### src/rtl/kee_pkg.sv
// Package for the keypad expression evaluator.
// Holds key codes, operator and status codes and the expression length limit.
// No dependencies.
package kee_pkg;

  localparam int MAX_CHARS = 16;
  localparam int CNT_W     = 5;

  localparam logic [7:0] KEY_EQ    = 8'h3D;  // '='
  localparam logic [7:0] KEY_ZERO  = 8'h30;  // '0'
  localparam logic [7:0] KEY_DIV   = 8'h2F;  // '/'
  localparam logic [7:0] KEY_MUL   = 8'h58;  // 'X'
  localparam logic [7:0] KEY_SUB   = 8'h2D;  // '-'
  localparam logic [7:0] KEY_ADD   = 8'h2B;  // '+'

  localparam logic [1:0] OP_ADD = 2'd0;
  localparam logic [1:0] OP_SUB = 2'd1;
  localparam logic [1:0] OP_MUL = 2'd2;
  localparam logic [1:0] OP_DIV = 2'd3;

  localparam logic [1:0] ST_OK     = 2'd0;
  localparam logic [1:0] ST_SYNTAX = 2'd1;
  localparam logic [1:0] ST_MATH   = 2'd2;

  localparam logic [CNT_W-1:0] MAX_CNT = CNT_W'(MAX_CHARS);

endpackage

### src/rtl/keypad_expression_evaluator_unit.sv
// Keypad expression evaluator: left-to-right integer calculator.
// Takes one key word per item and gives one result word per expression.
// Channels: in_valid/in_ready carry in_key_char; out_valid/out_ready carry
// out_answer and out_status (0 ok, 1 syntax error, 2 divide by zero).
// A digit is taken in the idle state alone, so digits can follow back to back
// until the sixteenth key. '=' and the operator keys apply the pending operator:
// '+' and '-' through the ALU state, 'X' and '/' through the MUL or DIV state,
// where they drive a shared 18-bit adder through sixteen shift-add or
// restoring-divide steps. An '=' that needs no evaluation goes from accept
// straight to the finish state; any other key that ends the expression
// passes through the finish state after its evaluation.
// An expression ends at '=' or at its sixteenth key, and its result is loaded
// into an output register from the finish state once evaluation completes.
// The output register holds the word until the receiver takes it; a new key
// is still accepted meanwhile, but a following result waits in the finish
// state, with in_ready low, until the register is free.
// Reset (rst_n low, synchronous) clears the expression state and drops
// out_valid; in_ready is high in the first cycle after reset.
module keypad_expression_evaluator_unit
  import kee_pkg::*;
(
  input  logic               clk,
  input  logic               rst_n,
  input  logic               in_valid,
  output logic               in_ready,
  input  logic [7:0]         in_key_char,
  output logic               out_valid,
  input  logic               out_ready,
  output logic signed [15:0] out_answer,
  output logic [1:0]         out_status
);

  localparam logic [2:0] S_IDLE = 3'd0;
  localparam logic [2:0] S_ALU  = 3'd1;
  localparam logic [2:0] S_MUL  = 3'd2;
  localparam logic [2:0] S_DIV  = 3'd3;
  localparam logic [2:0] S_DONE = 3'd4;

  logic [2:0]       state_r, state_nxt;
  logic [15:0]      acc_r, acc_nxt;
  logic [15:0]      cur_r, cur_nxt;
  logic [1:0]       pend_r, pend_nxt;
  logic             last_r, last_nxt;
  logic             syn_r, syn_nxt;
  logic             math_r, math_nxt;
  logic [CNT_W-1:0] cnt_r, cnt_nxt;
  logic             fin_r, fin_nxt;
  logic             sub_r, sub_nxt;
  logic             neg_r, neg_nxt;
  logic [15:0]      opnd_r, opnd_nxt;
  logic [15:0]      work_r, work_nxt;
  logic [15:0]      rem_r, rem_nxt;
  logic [3:0]       step_r, step_nxt;
  logic             out_valid_r, out_valid_nxt;
  logic [15:0]      out_answer_r, out_answer_nxt;
  logic [1:0]       out_status_r, out_status_nxt;

  // Shared adder/subtractor used by every ALU, multiply and divide step.
  logic [16:0] alu_a, alu_b;
  logic        alu_sub;
  logic [17:0] alu_res;

  logic             accept;
  logic             key_is_op;
  logic [1:0]       key_op;
  logic [CNT_W-1:0] cnt_inc;
  logic             hit;
  logic [15:0]      digit_val;
  logic             do_apply;
  logic [15:0]      b_val;
  logic             fin_now;
  logic [15:0]      acc_mag, b_mag, quot;
  logic             qbit;

  assign accept = in_valid && in_ready;

  always_comb begin
    alu_a   = '0;
    alu_b   = '0;
    alu_sub = 1'b0;
    unique case (state_r)
      S_ALU: begin
        alu_a   = {1'b0, acc_r};
        alu_b   = {1'b0, opnd_r};
        alu_sub = sub_r;
      end
      S_MUL: begin
        alu_a = {1'b0, rem_r};
        alu_b = {1'b0, work_r};
      end
      S_DIV: begin
        alu_a   = {rem_r, work_r[15]};
        alu_b   = {1'b0, opnd_r};
        alu_sub = 1'b1;
      end
      default: begin
        alu_a = '0;
      end
    endcase
    alu_res = alu_sub ? ({1'b0, alu_a} - {1'b0, alu_b}) : ({1'b0, alu_a} + {1'b0, alu_b});
  end

  always_comb begin
    unique case (in_key_char)
      KEY_DIV: begin key_is_op = 1'b1; key_op = OP_DIV; end
      KEY_MUL: begin key_is_op = 1'b1; key_op = OP_MUL; end
      KEY_SUB: begin key_is_op = 1'b1; key_op = OP_SUB; end
      KEY_ADD: begin key_is_op = 1'b1; key_op = OP_ADD; end
      default: begin key_is_op = 1'b0; key_op = OP_ADD; end
    endcase
  end

  assign cnt_inc   = cnt_r + 1'b1;
  assign hit       = (cnt_inc >= MAX_CNT);
  // Ten times the number is eight times plus twice; any other code counts as a digit.
  assign digit_val = (cur_r << 3) + (cur_r << 1) + ({8'h00, in_key_char} - {8'h00, KEY_ZERO});
  assign qbit      = !alu_res[17];
  assign quot      = {work_r[14:0], qbit};

  always_comb begin
    state_nxt      = state_r;
    acc_nxt        = acc_r;
    cur_nxt        = cur_r;
    pend_nxt       = pend_r;
    last_nxt       = last_r;
    syn_nxt        = syn_r;
    math_nxt       = math_r;
    cnt_nxt        = cnt_r;
    fin_nxt        = fin_r;
    sub_nxt        = sub_r;
    neg_nxt        = neg_r;
    opnd_nxt       = opnd_r;
    work_nxt       = work_r;
    rem_nxt        = rem_r;
    step_nxt       = step_r;
    out_valid_nxt  = out_valid_r;
    out_answer_nxt = out_answer_r;
    out_status_nxt = out_status_r;
    do_apply       = 1'b0;
    b_val          = cur_r;
    fin_now        = 1'b0;
    acc_mag        = acc_r[15] ? (16'd0 - acc_r) : acc_r;
    b_mag          = 16'd0;

    if (out_valid_r && out_ready) begin
      out_valid_nxt = 1'b0;
    end

    unique case (state_r)
      S_IDLE: begin
        if (accept) begin
          if (in_key_char == KEY_EQ) begin
            fin_now = 1'b1;
            if (last_r) begin
              syn_nxt = 1'b1;
            end else begin
              do_apply = 1'b1;
            end
          end else if (key_is_op) begin
            if (last_r) begin
              syn_nxt = 1'b1;
            end else begin
              do_apply = 1'b1;
              pend_nxt = key_op;
              cur_nxt  = 16'd0;
            end
            last_nxt = 1'b1;
            cnt_nxt  = cnt_inc;
            fin_now  = hit;
            // An operator as the last key of a full expression is a trailing operator.
            if (hit) begin
              syn_nxt = 1'b1;
            end
          end else begin
            cur_nxt  = digit_val;
            b_val    = digit_val;
            last_nxt = 1'b0;
            cnt_nxt  = cnt_inc;
            fin_now  = hit;
            do_apply = hit;
          end
          fin_nxt   = fin_now;
          state_nxt = fin_now ? S_DONE : S_IDLE;
          // An earlier error skips every later evaluation.
          if (do_apply && !syn_r && !math_r) begin
            b_mag    = b_val[15] ? (16'd0 - b_val) : b_val;
            opnd_nxt = b_val;
            rem_nxt  = 16'd0;
            step_nxt = 4'd0;
            unique case (pend_r)
              OP_ADD, OP_SUB: begin
                sub_nxt   = (pend_r == OP_SUB);
                state_nxt = S_ALU;
              end
              OP_MUL: begin
                work_nxt  = acc_r;
                state_nxt = S_MUL;
              end
              default: begin
                if (b_val == 16'd0) begin
                  math_nxt = 1'b1;
                end else begin
                  work_nxt  = acc_mag;
                  opnd_nxt  = b_mag;
                  neg_nxt   = acc_r[15] ^ b_val[15];
                  state_nxt = S_DIV;
                end
              end
            endcase
          end
        end
      end
      S_ALU: begin
        acc_nxt   = alu_res[15:0];
        state_nxt = fin_r ? S_DONE : S_IDLE;
      end
      S_MUL: begin
        if (opnd_r[0]) begin
          rem_nxt = alu_res[15:0];
        end
        work_nxt = work_r << 1;
        opnd_nxt = opnd_r >> 1;
        step_nxt = step_r + 1'b1;
        if (step_r == 4'd15) begin
          acc_nxt   = opnd_r[0] ? alu_res[15:0] : rem_r;
          state_nxt = fin_r ? S_DONE : S_IDLE;
        end
      end
      S_DIV: begin
        rem_nxt  = qbit ? alu_res[15:0] : {rem_r[14:0], work_r[15]};
        work_nxt = quot;
        step_nxt = step_r + 1'b1;
        if (step_r == 4'd15) begin
          acc_nxt   = neg_r ? (16'd0 - quot) : quot;
          state_nxt = fin_r ? S_DONE : S_IDLE;
        end
      end
      S_DONE: begin
        if (!out_valid_r || out_ready) begin
          out_valid_nxt = 1'b1;
          priority if (syn_r) begin
            out_status_nxt = ST_SYNTAX;
            out_answer_nxt = 16'd0;
          end else if (math_r) begin
            out_status_nxt = ST_MATH;
            out_answer_nxt = 16'd0;
          end else begin
            out_status_nxt = ST_OK;
            out_answer_nxt = acc_r;
          end
          acc_nxt   = 16'd0;
          cur_nxt   = 16'd0;
          pend_nxt  = OP_ADD;
          last_nxt  = 1'b0;
          syn_nxt   = 1'b0;
          math_nxt  = 1'b0;
          cnt_nxt   = '0;
          fin_nxt   = 1'b0;
          state_nxt = S_IDLE;
        end
      end
      default: begin
        state_nxt = S_IDLE;
      end
    endcase
  end

  always_ff @(posedge clk) begin
    if (!rst_n) begin
      state_r     <= S_IDLE;
      acc_r       <= 16'd0;
      cur_r       <= 16'd0;
      pend_r      <= OP_ADD;
      last_r      <= 1'b0;
      syn_r       <= 1'b0;
      math_r      <= 1'b0;
      cnt_r       <= '0;
      fin_r       <= 1'b0;
      out_valid_r <= 1'b0;
    end else begin
      state_r     <= state_nxt;
      acc_r       <= acc_nxt;
      cur_r       <= cur_nxt;
      pend_r      <= pend_nxt;
      last_r      <= last_nxt;
      syn_r       <= syn_nxt;
      math_r      <= math_nxt;
      cnt_r       <= cnt_nxt;
      fin_r       <= fin_nxt;
      out_valid_r <= out_valid_nxt;
    end
  end

  always_ff @(posedge clk) begin
    sub_r        <= sub_nxt;
    neg_r        <= neg_nxt;
    opnd_r       <= opnd_nxt;
    work_r       <= work_nxt;
    rem_r        <= rem_nxt;
    step_r       <= step_nxt;
    out_answer_r <= out_answer_nxt;
    out_status_r <= out_status_nxt;
  end

  assign in_ready   = (state_r == S_IDLE);
  assign out_valid  = out_valid_r;
  assign out_answer = out_answer_r;
  assign out_status = out_status_r;

`ifndef NO_ASSERTIONS
  // An error word always carries a zero answer.
  a_err_zero: assert property (@(posedge clk) disable iff (!rst_n)
    (out_valid && out_status != ST_OK) |-> (out_answer == 16'sd0))
    else $error("error word with non-zero answer");

  // While keys are taken, the key count stays below the expression limit.
  a_cnt_range: assert property (@(posedge clk) disable iff (!rst_n)
    in_ready |-> (cnt_r < MAX_CNT))
    else $error("key count out of range");

  // No key is taken while a multiply or divide loop runs.
  a_busy: assert property (@(posedge clk) disable iff (!rst_n)
    (state_r == S_MUL || state_r == S_DIV) |-> !in_ready)
    else $error("ready during arithmetic loop");

  // A word is loaded only when leaving the finish state.
  a_load: assert property (@(posedge clk) disable iff (!rst_n)
    ($rose(out_valid)) |-> ($past(state_r) == S_DONE))
    else $error("result loaded outside finish state");
`endif

endmodule
### config.mk
export PLATFORM = sky130hd
export DESIGN_NAME = keypad_expression_evaluator_unit
export DESIGN_NICKNAME = d
export VERILOG_FILES = /design/src/rtl/kee_pkg.sv /design/src/rtl/keypad_expression_evaluator_unit.sv
export SDC_FILE = /design/constraint.sdc
export NUM_CORES = 1
export LEC_CHECK = 0
export BUFFER_PORTS_ARGS = -buffer_cell sky130_fd_sc_hd__buf_2
export CORE_ASPECT_RATIO = 0.5
export CORE_MARGIN = 2
export CORE_UTILIZATION = 25
export DETAILED_ROUTE_END_ITERATION = 8
export GPL_ROUTABILITY_DRIVEN = 1
export PLACE_DENSITY = 0.37
export SLEW_MARGIN = 0
export SYNTH_ARGS = -nofsm -noshare
export SYNTH_HDL_FRONTEND = slang
export SYNTH_SLANG_ARGS = --single-unit
### constraint.sdc
create_clock -name clk -period 11.9 [get_ports clk]
set_input_delay 1.19 -clock clk [delete_from_list [all_inputs] [get_ports clk]]
set_output_delay 1.19 -clock clk [all_outputs]
set_load 0.02 [all_outputs]
======== Yosys cells after proc, flatten, opt, wreduce, memory -nomap -nowiden ========
Index checks and enable logic that the tools add are counted.
word-level totals
  flip-flop bits (word level) ............. 119
  bits of input ports ..................... 12
  output and inout bits ................... 20
cells by class
  $add $sub $neg .......................... 10
  $lt $le $gt $ge ......................... 1
  equality and inequality tests ........... 27
  mux-type cells .......................... 89
  bitwise gates (word level) .............. 3
  reduce and logical (&&, ||, !) cells .... 38
operators with widths
  operator                                              count
  two-way mux 16 bit                                    25
  case mux 16 bit (2 select lines)                      4
  case mux 16 bit (3 select lines)                      2
  case mux 16 bit (4 select lines)                      1
  case mux 17 bit (3 select lines)                      1
  subtractor 1 x 16 -> 16 bit (first input constant)    3
  adder 16 bit                                          2
  equality test 8 x 6 -> 1 bit (second input constant)  4
  two-way mux 1 bit                                     26
  two-way mux 3 bit                                     7
  adder 17 x 17 -> 18 bit                               1
  two-way mux 18 bit                                    1
  subtractor 17 x 17 -> 18 bit                          1
  zero test 16 bit                                      1
  AND reduction 4 bit                                   4
  two-way mux 5 bit                                     3
  AND reduction 3 bit                                   5
  AND reduction 5 bit                                   3
  != test 2 bit (second input constant)                 7
  two-way mux 2 bit                                     6
  case mux 3 bit (4 select lines)                       1
  AND reduction 6 bit                                   2
  != test 2 x 1 -> 1 bit (second input constant)        5
  case mux 1 bit (2 select lines)                       5
  34 further kinds                                      48

======== Depth between registers and ports, before layout ========
  depth in word-level cells ............... 14
  mapped depth ............................ 27
  depth with buffers taken out ............ 25

======== Least setup slack after synthesis ========
Ideal clock, no wire load.
  path kind ............................... input-to-reg
  start ................................... input port in_key_char[4]
  end ..................................... register work_r[0], enable pin
  setup time .............................. 414 ps
  data arrival time ....................... 5786 ps
  required time ........................... 11486 ps
  setup slack ............................. 5700 ps
  stages .................................. 13
  cells stage by stage .................... ha_1 -> nor3_1 -> fa_1 -> ha_1 -> or3_1 -> o211a_1 -> o31ai_1 -> mux2i_1 -> a31oi_1 -> nor4b_2 -> nand2_1 -> nand2_1 -> a21boi_0
on the way
  cells in the longest elaborated chain, start to end .. 11
  elaborated cells between the ends (all ways) .. 23
  those cells by class .................... 2 x add/sub; 7 x eq/ne; 9 x mux; 5 x reduce/logical
ends and longest elaborated chain
  item                                                                   line                                     text
  start, declared                                                        keypad_expression_evaluator_unit.sv:26   input logic [7:0] in_key_char,
  parallel branches: the longest is 10 deep, another holds adder 16 bit  n/a
  AND reduction 5 bit (no line) (*)                                      n/a
  end signal, assigned                                                   keypad_expression_evaluator_unit.sv:298  work_r <= work_nxt;
  end, declared                                                          keypad_expression_evaluator_unit.sv:51   logic [15:0] work_r, work_nxt;
Mark *: on every way between the ends. The select of a mux whose other input is x is not followed.
A chain may end at the register's enable or synchronous reset.

======== Worst setup path after layout ========
  start ................................... register state_r[1]
  end ..................................... register acc_r[14]
on the way
  cells in the longest elaborated chain, start to end .. 10
  elaborated cells between the ends (all ways) .. 23
  those cells by class .................... 3 x add/sub; 7 x eq/ne; 9 x mux; 4 x reduce/logical
ends and longest elaborated chain
  item                                                                                 line                                                                             text
  start, declared                                                                      keypad_expression_evaluator_unit.sv:39                                           logic [2:0] state_r, state_nxt;
  start signal, assigned                                                               keypad_expression_evaluator_unit.sv:281                                          state_r <= state_nxt;
  equality test 3 x 2 -> 1 bit / equality test 3 x 1 -> 1 bit (equally long branches)  keypad_expression_evaluator_unit.sv:81, keypad_expression_evaluator_unit.sv:149
  OR reduction 2 bit (no line)                                                         n/a
  case mux 16 bit (2 select lines)                                                     keypad_expression_evaluator_unit.sv:81                                           unique case (state_r)
  adder 17 x 17 -> 18 bit / subtractor 17 x 17 -> 18 bit (equally long branches)       keypad_expression_evaluator_unit.sv:100                                          alu_res = alu_sub ? ({1'b0, alu_a} - {1'b0, alu_b}) : ({1'b0, alu_a} + {1'b0, alu_b});
  two-way mux 18 bit                                                                   keypad_expression_evaluator_unit.sv:100
  zero test 1 bit                                                                      keypad_expression_evaluator_unit.sv:117                                          assign qbit = !alu_res[17];
  subtractor 1 x 16 -> 16 bit                                                          keypad_expression_evaluator_unit.sv:234                                          acc_nxt = neg_r ? (16'd0 - quot) : quot;
  two-way mux 16 bit                                                                   keypad_expression_evaluator_unit.sv:234
  two-way mux 16 bit                                                                   keypad_expression_evaluator_unit.sv:233                                          if (step_r == 4'd15) begin
  case mux 16 bit (4 select lines)                                                     keypad_expression_evaluator_unit.sv:149                                          unique case (state_r)
  end signal, assigned                                                                 keypad_expression_evaluator_unit.sv:282                                          acc_r <= acc_nxt;
  end, declared                                                                        keypad_expression_evaluator_unit.sv:40                                           logic [15:0] acc_r, acc_nxt;
Parallel ways exist; a longest one is shown, timed or not. The select of a mux whose other input is x is not followed.

==> impl_metrics.ini <==
[status]
outcome = completed

[floorplanning]
core_sq_um = 37500
initial_core_util = 0.254
dieArea_sq_um = 39700
ios = 32
die_w_microns = 280
die_h_microns = 142
row_count = 50

[cts]
htreeDepth = 4
clock_sinks = 119
tritoncts = done
holdBufCountCts = 0
cts_setup_buffers = 0
insertion_delay_ns = 0.43
cts-root-buf = clkbuf_16
clk_pin_slew_ns = 0.06
post_cts_resized = 0
cts_buffers = 17
clk_path_buf_depth = 2

[synth]
synth_edf_count = 72
synth_cell_types = 74
synth_seq_cells = 119
async_flop_share = 0
netlist_top_cells_count = nand2_1 (115), nor2_1 (115), o21ai_0 (85)
syn_area_sq_um = 9510
yosys.area.top_type = edfxtp_1
syn_nets = 1187
yosys_warnings = 0
synthCells = 1120
synthTopCellsByArea = edfxtp_1 (23%), dfxtp_1 (9.9%), ha_1 (5.4%)
synth-main-ff-cell = edfxtp_1
yosysSeqAreaShare = 0.326
synth_top_area_frac = 0.227
syn_avg_cell_area_sq_um = 8.49

[timing]
maxSlewHeadroom = 0.302
fin_crit_sh = 0.571
finalMaxSlewViolations = 0
finalHoldViolations = 0
rsz0062_at_grt = no
finalSetupViolations = 0
setup_slack_ns = 5.10
setup_tns_ns = 0
worst_pin_slew_ns = 1.04
clock_skew_ns = 0.00978
fmax_ghz = 0.147
fin_crit_ns = 6.80

[grt]
grt_max_degree = 53
grtUsageTotal = 0.166
grt_pass1_vias = 8301
antenna_found_initial = 0
grt_pass1_wl_microns = 50400
overflow = 0

[layout]
final_layout_size_suffix_gt1_frac = 0.104
final_cells = 1634
nNetsFinal = 1194
final_core_util = 0.287
antenna_cells = 0
area_growth_pct = 13.1
fin_area_sq_um = 10800

[placed_design]
place_ws_ns = 5.20
dp_cells = 1602
io_buffers = 31
placed_area_sq_um = 10200
dp_hpwl_microns = 24000
gp_congestion = 0.863

[detailed_routing]
dr.pass1.iters = 5
remaining_drc_errors = 0
avgRoutedWirePerCell_microns = 19.8
detailroute.via_count = 8361
dr.first_iter.drc_count = 651
postRouteAntennaNets = 0
vias_per_cell = 5.12
drt-total-wl_microns = 32300

[hold_path]
hold_end = fin_r$_SDFFE_PN0P_
min_from = fin_r$_SDFFE_PN0P_
hold_path.class = reg -> reg
min_path_cells = 2

[critical_path]
reg2regPathDepth = 25
end_kind = flip-flop
worstPathArrival_ns = 7.17
crit_fanout = 29
rr_endpoint = acc_r[14]$_SDFFE_PN0P_
r2r_slack_ns = 5.10
cp_data_required_time_ns = 12.27
r2r_start = state_r[1]$_SDFFE_PN0P_
worstSetupStartpointType = flip-flop
crit_type = reg -> reg

[power]
power.leakage_nw = 4.21
power.density_nw_per_um2 = 137
max-vdd-ir-drop_v = 0.0000903

[flow_run]
cap_violations = 0
[layout make-up]
cell class                 instances  area, sq um
clock buffer                      17          425
clock inverter                    15          154
fill                            4003        26700
inverter                          41          156
multi-input combinational        899         6010
sequential                       119         3100
tap                              494          618
timing repair buffer              49          290
[power breakdown]
part           total (W)  switching, W  internal (W)
sequential      0.000488     0.0000256      0.000463
combinational   0.000464      0.000272      0.000192
clock           0.000520      0.000211      0.000308
[registers in the layout (all words and copies together), names as in the netlist]
register    flops
acc_r          16
cnt_r           5
cur_r          16
fin_r           1
last_r          1
math_r          1
neg_r           1
opnd_r         16
out_answer     16
out_status      2
out_valid       1
pend_r          2
rem_r          16
state_r         3
step_r          4
sub_r           1
syn_r           1
work_r         16
[through the flow]
| step | hold slack, ns | total power [W] |
|---|---|---|
| 6_report | 0.482 | 0.00147 |
| 4_1_cts | 0.478 | 0.00149 |
| 3_5_place_dp | 0.470 | 0.000961 |
| 3_3_place_gp | 0.460 | 0.000959 |
| 2_1_floorplan | 0.439 | 0.000850 |
| 5_1_grt | 0.529 | 0.00157 |
[cell families (layout without fill, tap and decap cells)]
logic type,count (synthesis),in the layout,synth area share
and+or+nand+nor,403,403,0.204
muxes,52,52,0.0577
buffers and inverters,102,122,0.0422
AOI/OAI and AO/OA,312,312,0.214
adders and majority gates,55,55,0.0834
xor gates and xnor gates,77,77,0.0729
DFF,119,119,0.326
[metal layers]
layer	GRT usage	part of all wire	vias up	routed length (microns)
li1	-	-	4107	-
met1	0.240	0.52	4034	16800
met2	0.255	0.42	188	13700
met3	0.0274	0.038	32	1230
met4	0.0473	0.020	0	631
met5	0	0	-	0
[placed cells by master, fill, tap and decap left out, drive strengths merged, types with 29 or more instances in the layout]
master  synthesis  layout
buf             7      49
edfxtp         72      72
xnor2          37      37
inv            41      43
nor2b          33      33
a22oi          34      34
nand3          32      32
nand2         115     115
dfxtp          47      47
a21oi          63      63
nor2          115     115
ha             41      41
xor2           40      40
o21ai          86      86
mux2i          29      29
[worst max-delay path, cell delays in order, from the launching register on]
cell and delay [ns]:
dfxtp_1 0.30, buf_4 0.30, nor2b_1 0.87, a32oi_1 0.30, ha_1 0.30, nor3b_1 0.15
nor2b_1 0.18, a21oi_1 0.20, xor2_1 0.18, ha_1 0.29, a21o_1 0.18, or4_1 0.43
a21boi_1 0.26, a21oi_1 0.15, a21oi_1 0.37, xnor2_4 0.33, inv_4 0.29, ha_1 0.20
nand2b_1 0.11, or3_1 0.43, o21ai_0 0.25, xnor2_1 0.15, nand2_1 0.09, a21oi_1 0.19
o2111ai_1 0.12, nand2_1 0.09
[worst max path at each step]
| stage | startpoint | to | slack (ns) | cells after the start |
|---|---|---|---|---|
| 2_1_floorplan | in_key_char[4] | work_r[0]$_DFFE_PP_ | 5.70 | 13 |
| 3_3_place_gp | state_r[1]$_SDFFE_PN0P_ | acc_r[14]$_SDFFE_PN0P_ | 5.38 | 25 |
| 3_5_place_dp | state_r[1]$_SDFFE_PN0P_ | acc_r[14]$_SDFFE_PN0P_ | 5.20 | 25 |
| 4_1_cts | state_r[1]$_SDFFE_PN0P_ | acc_r[14]$_SDFFE_PN0P_ | 5.18 | 25 |
| 5_1_grt | state_r[1]$_SDFFE_PN0P_ | acc_r[14]$_SDFFE_PN0P_ | 4.57 | 25 |
| 6_report | state_r[1]$_SDFFE_PN0P_ | acc_r[14]$_SDFFE_PN0P_ | 5.10 | 25 |
(Power assumes the default switching activity.)
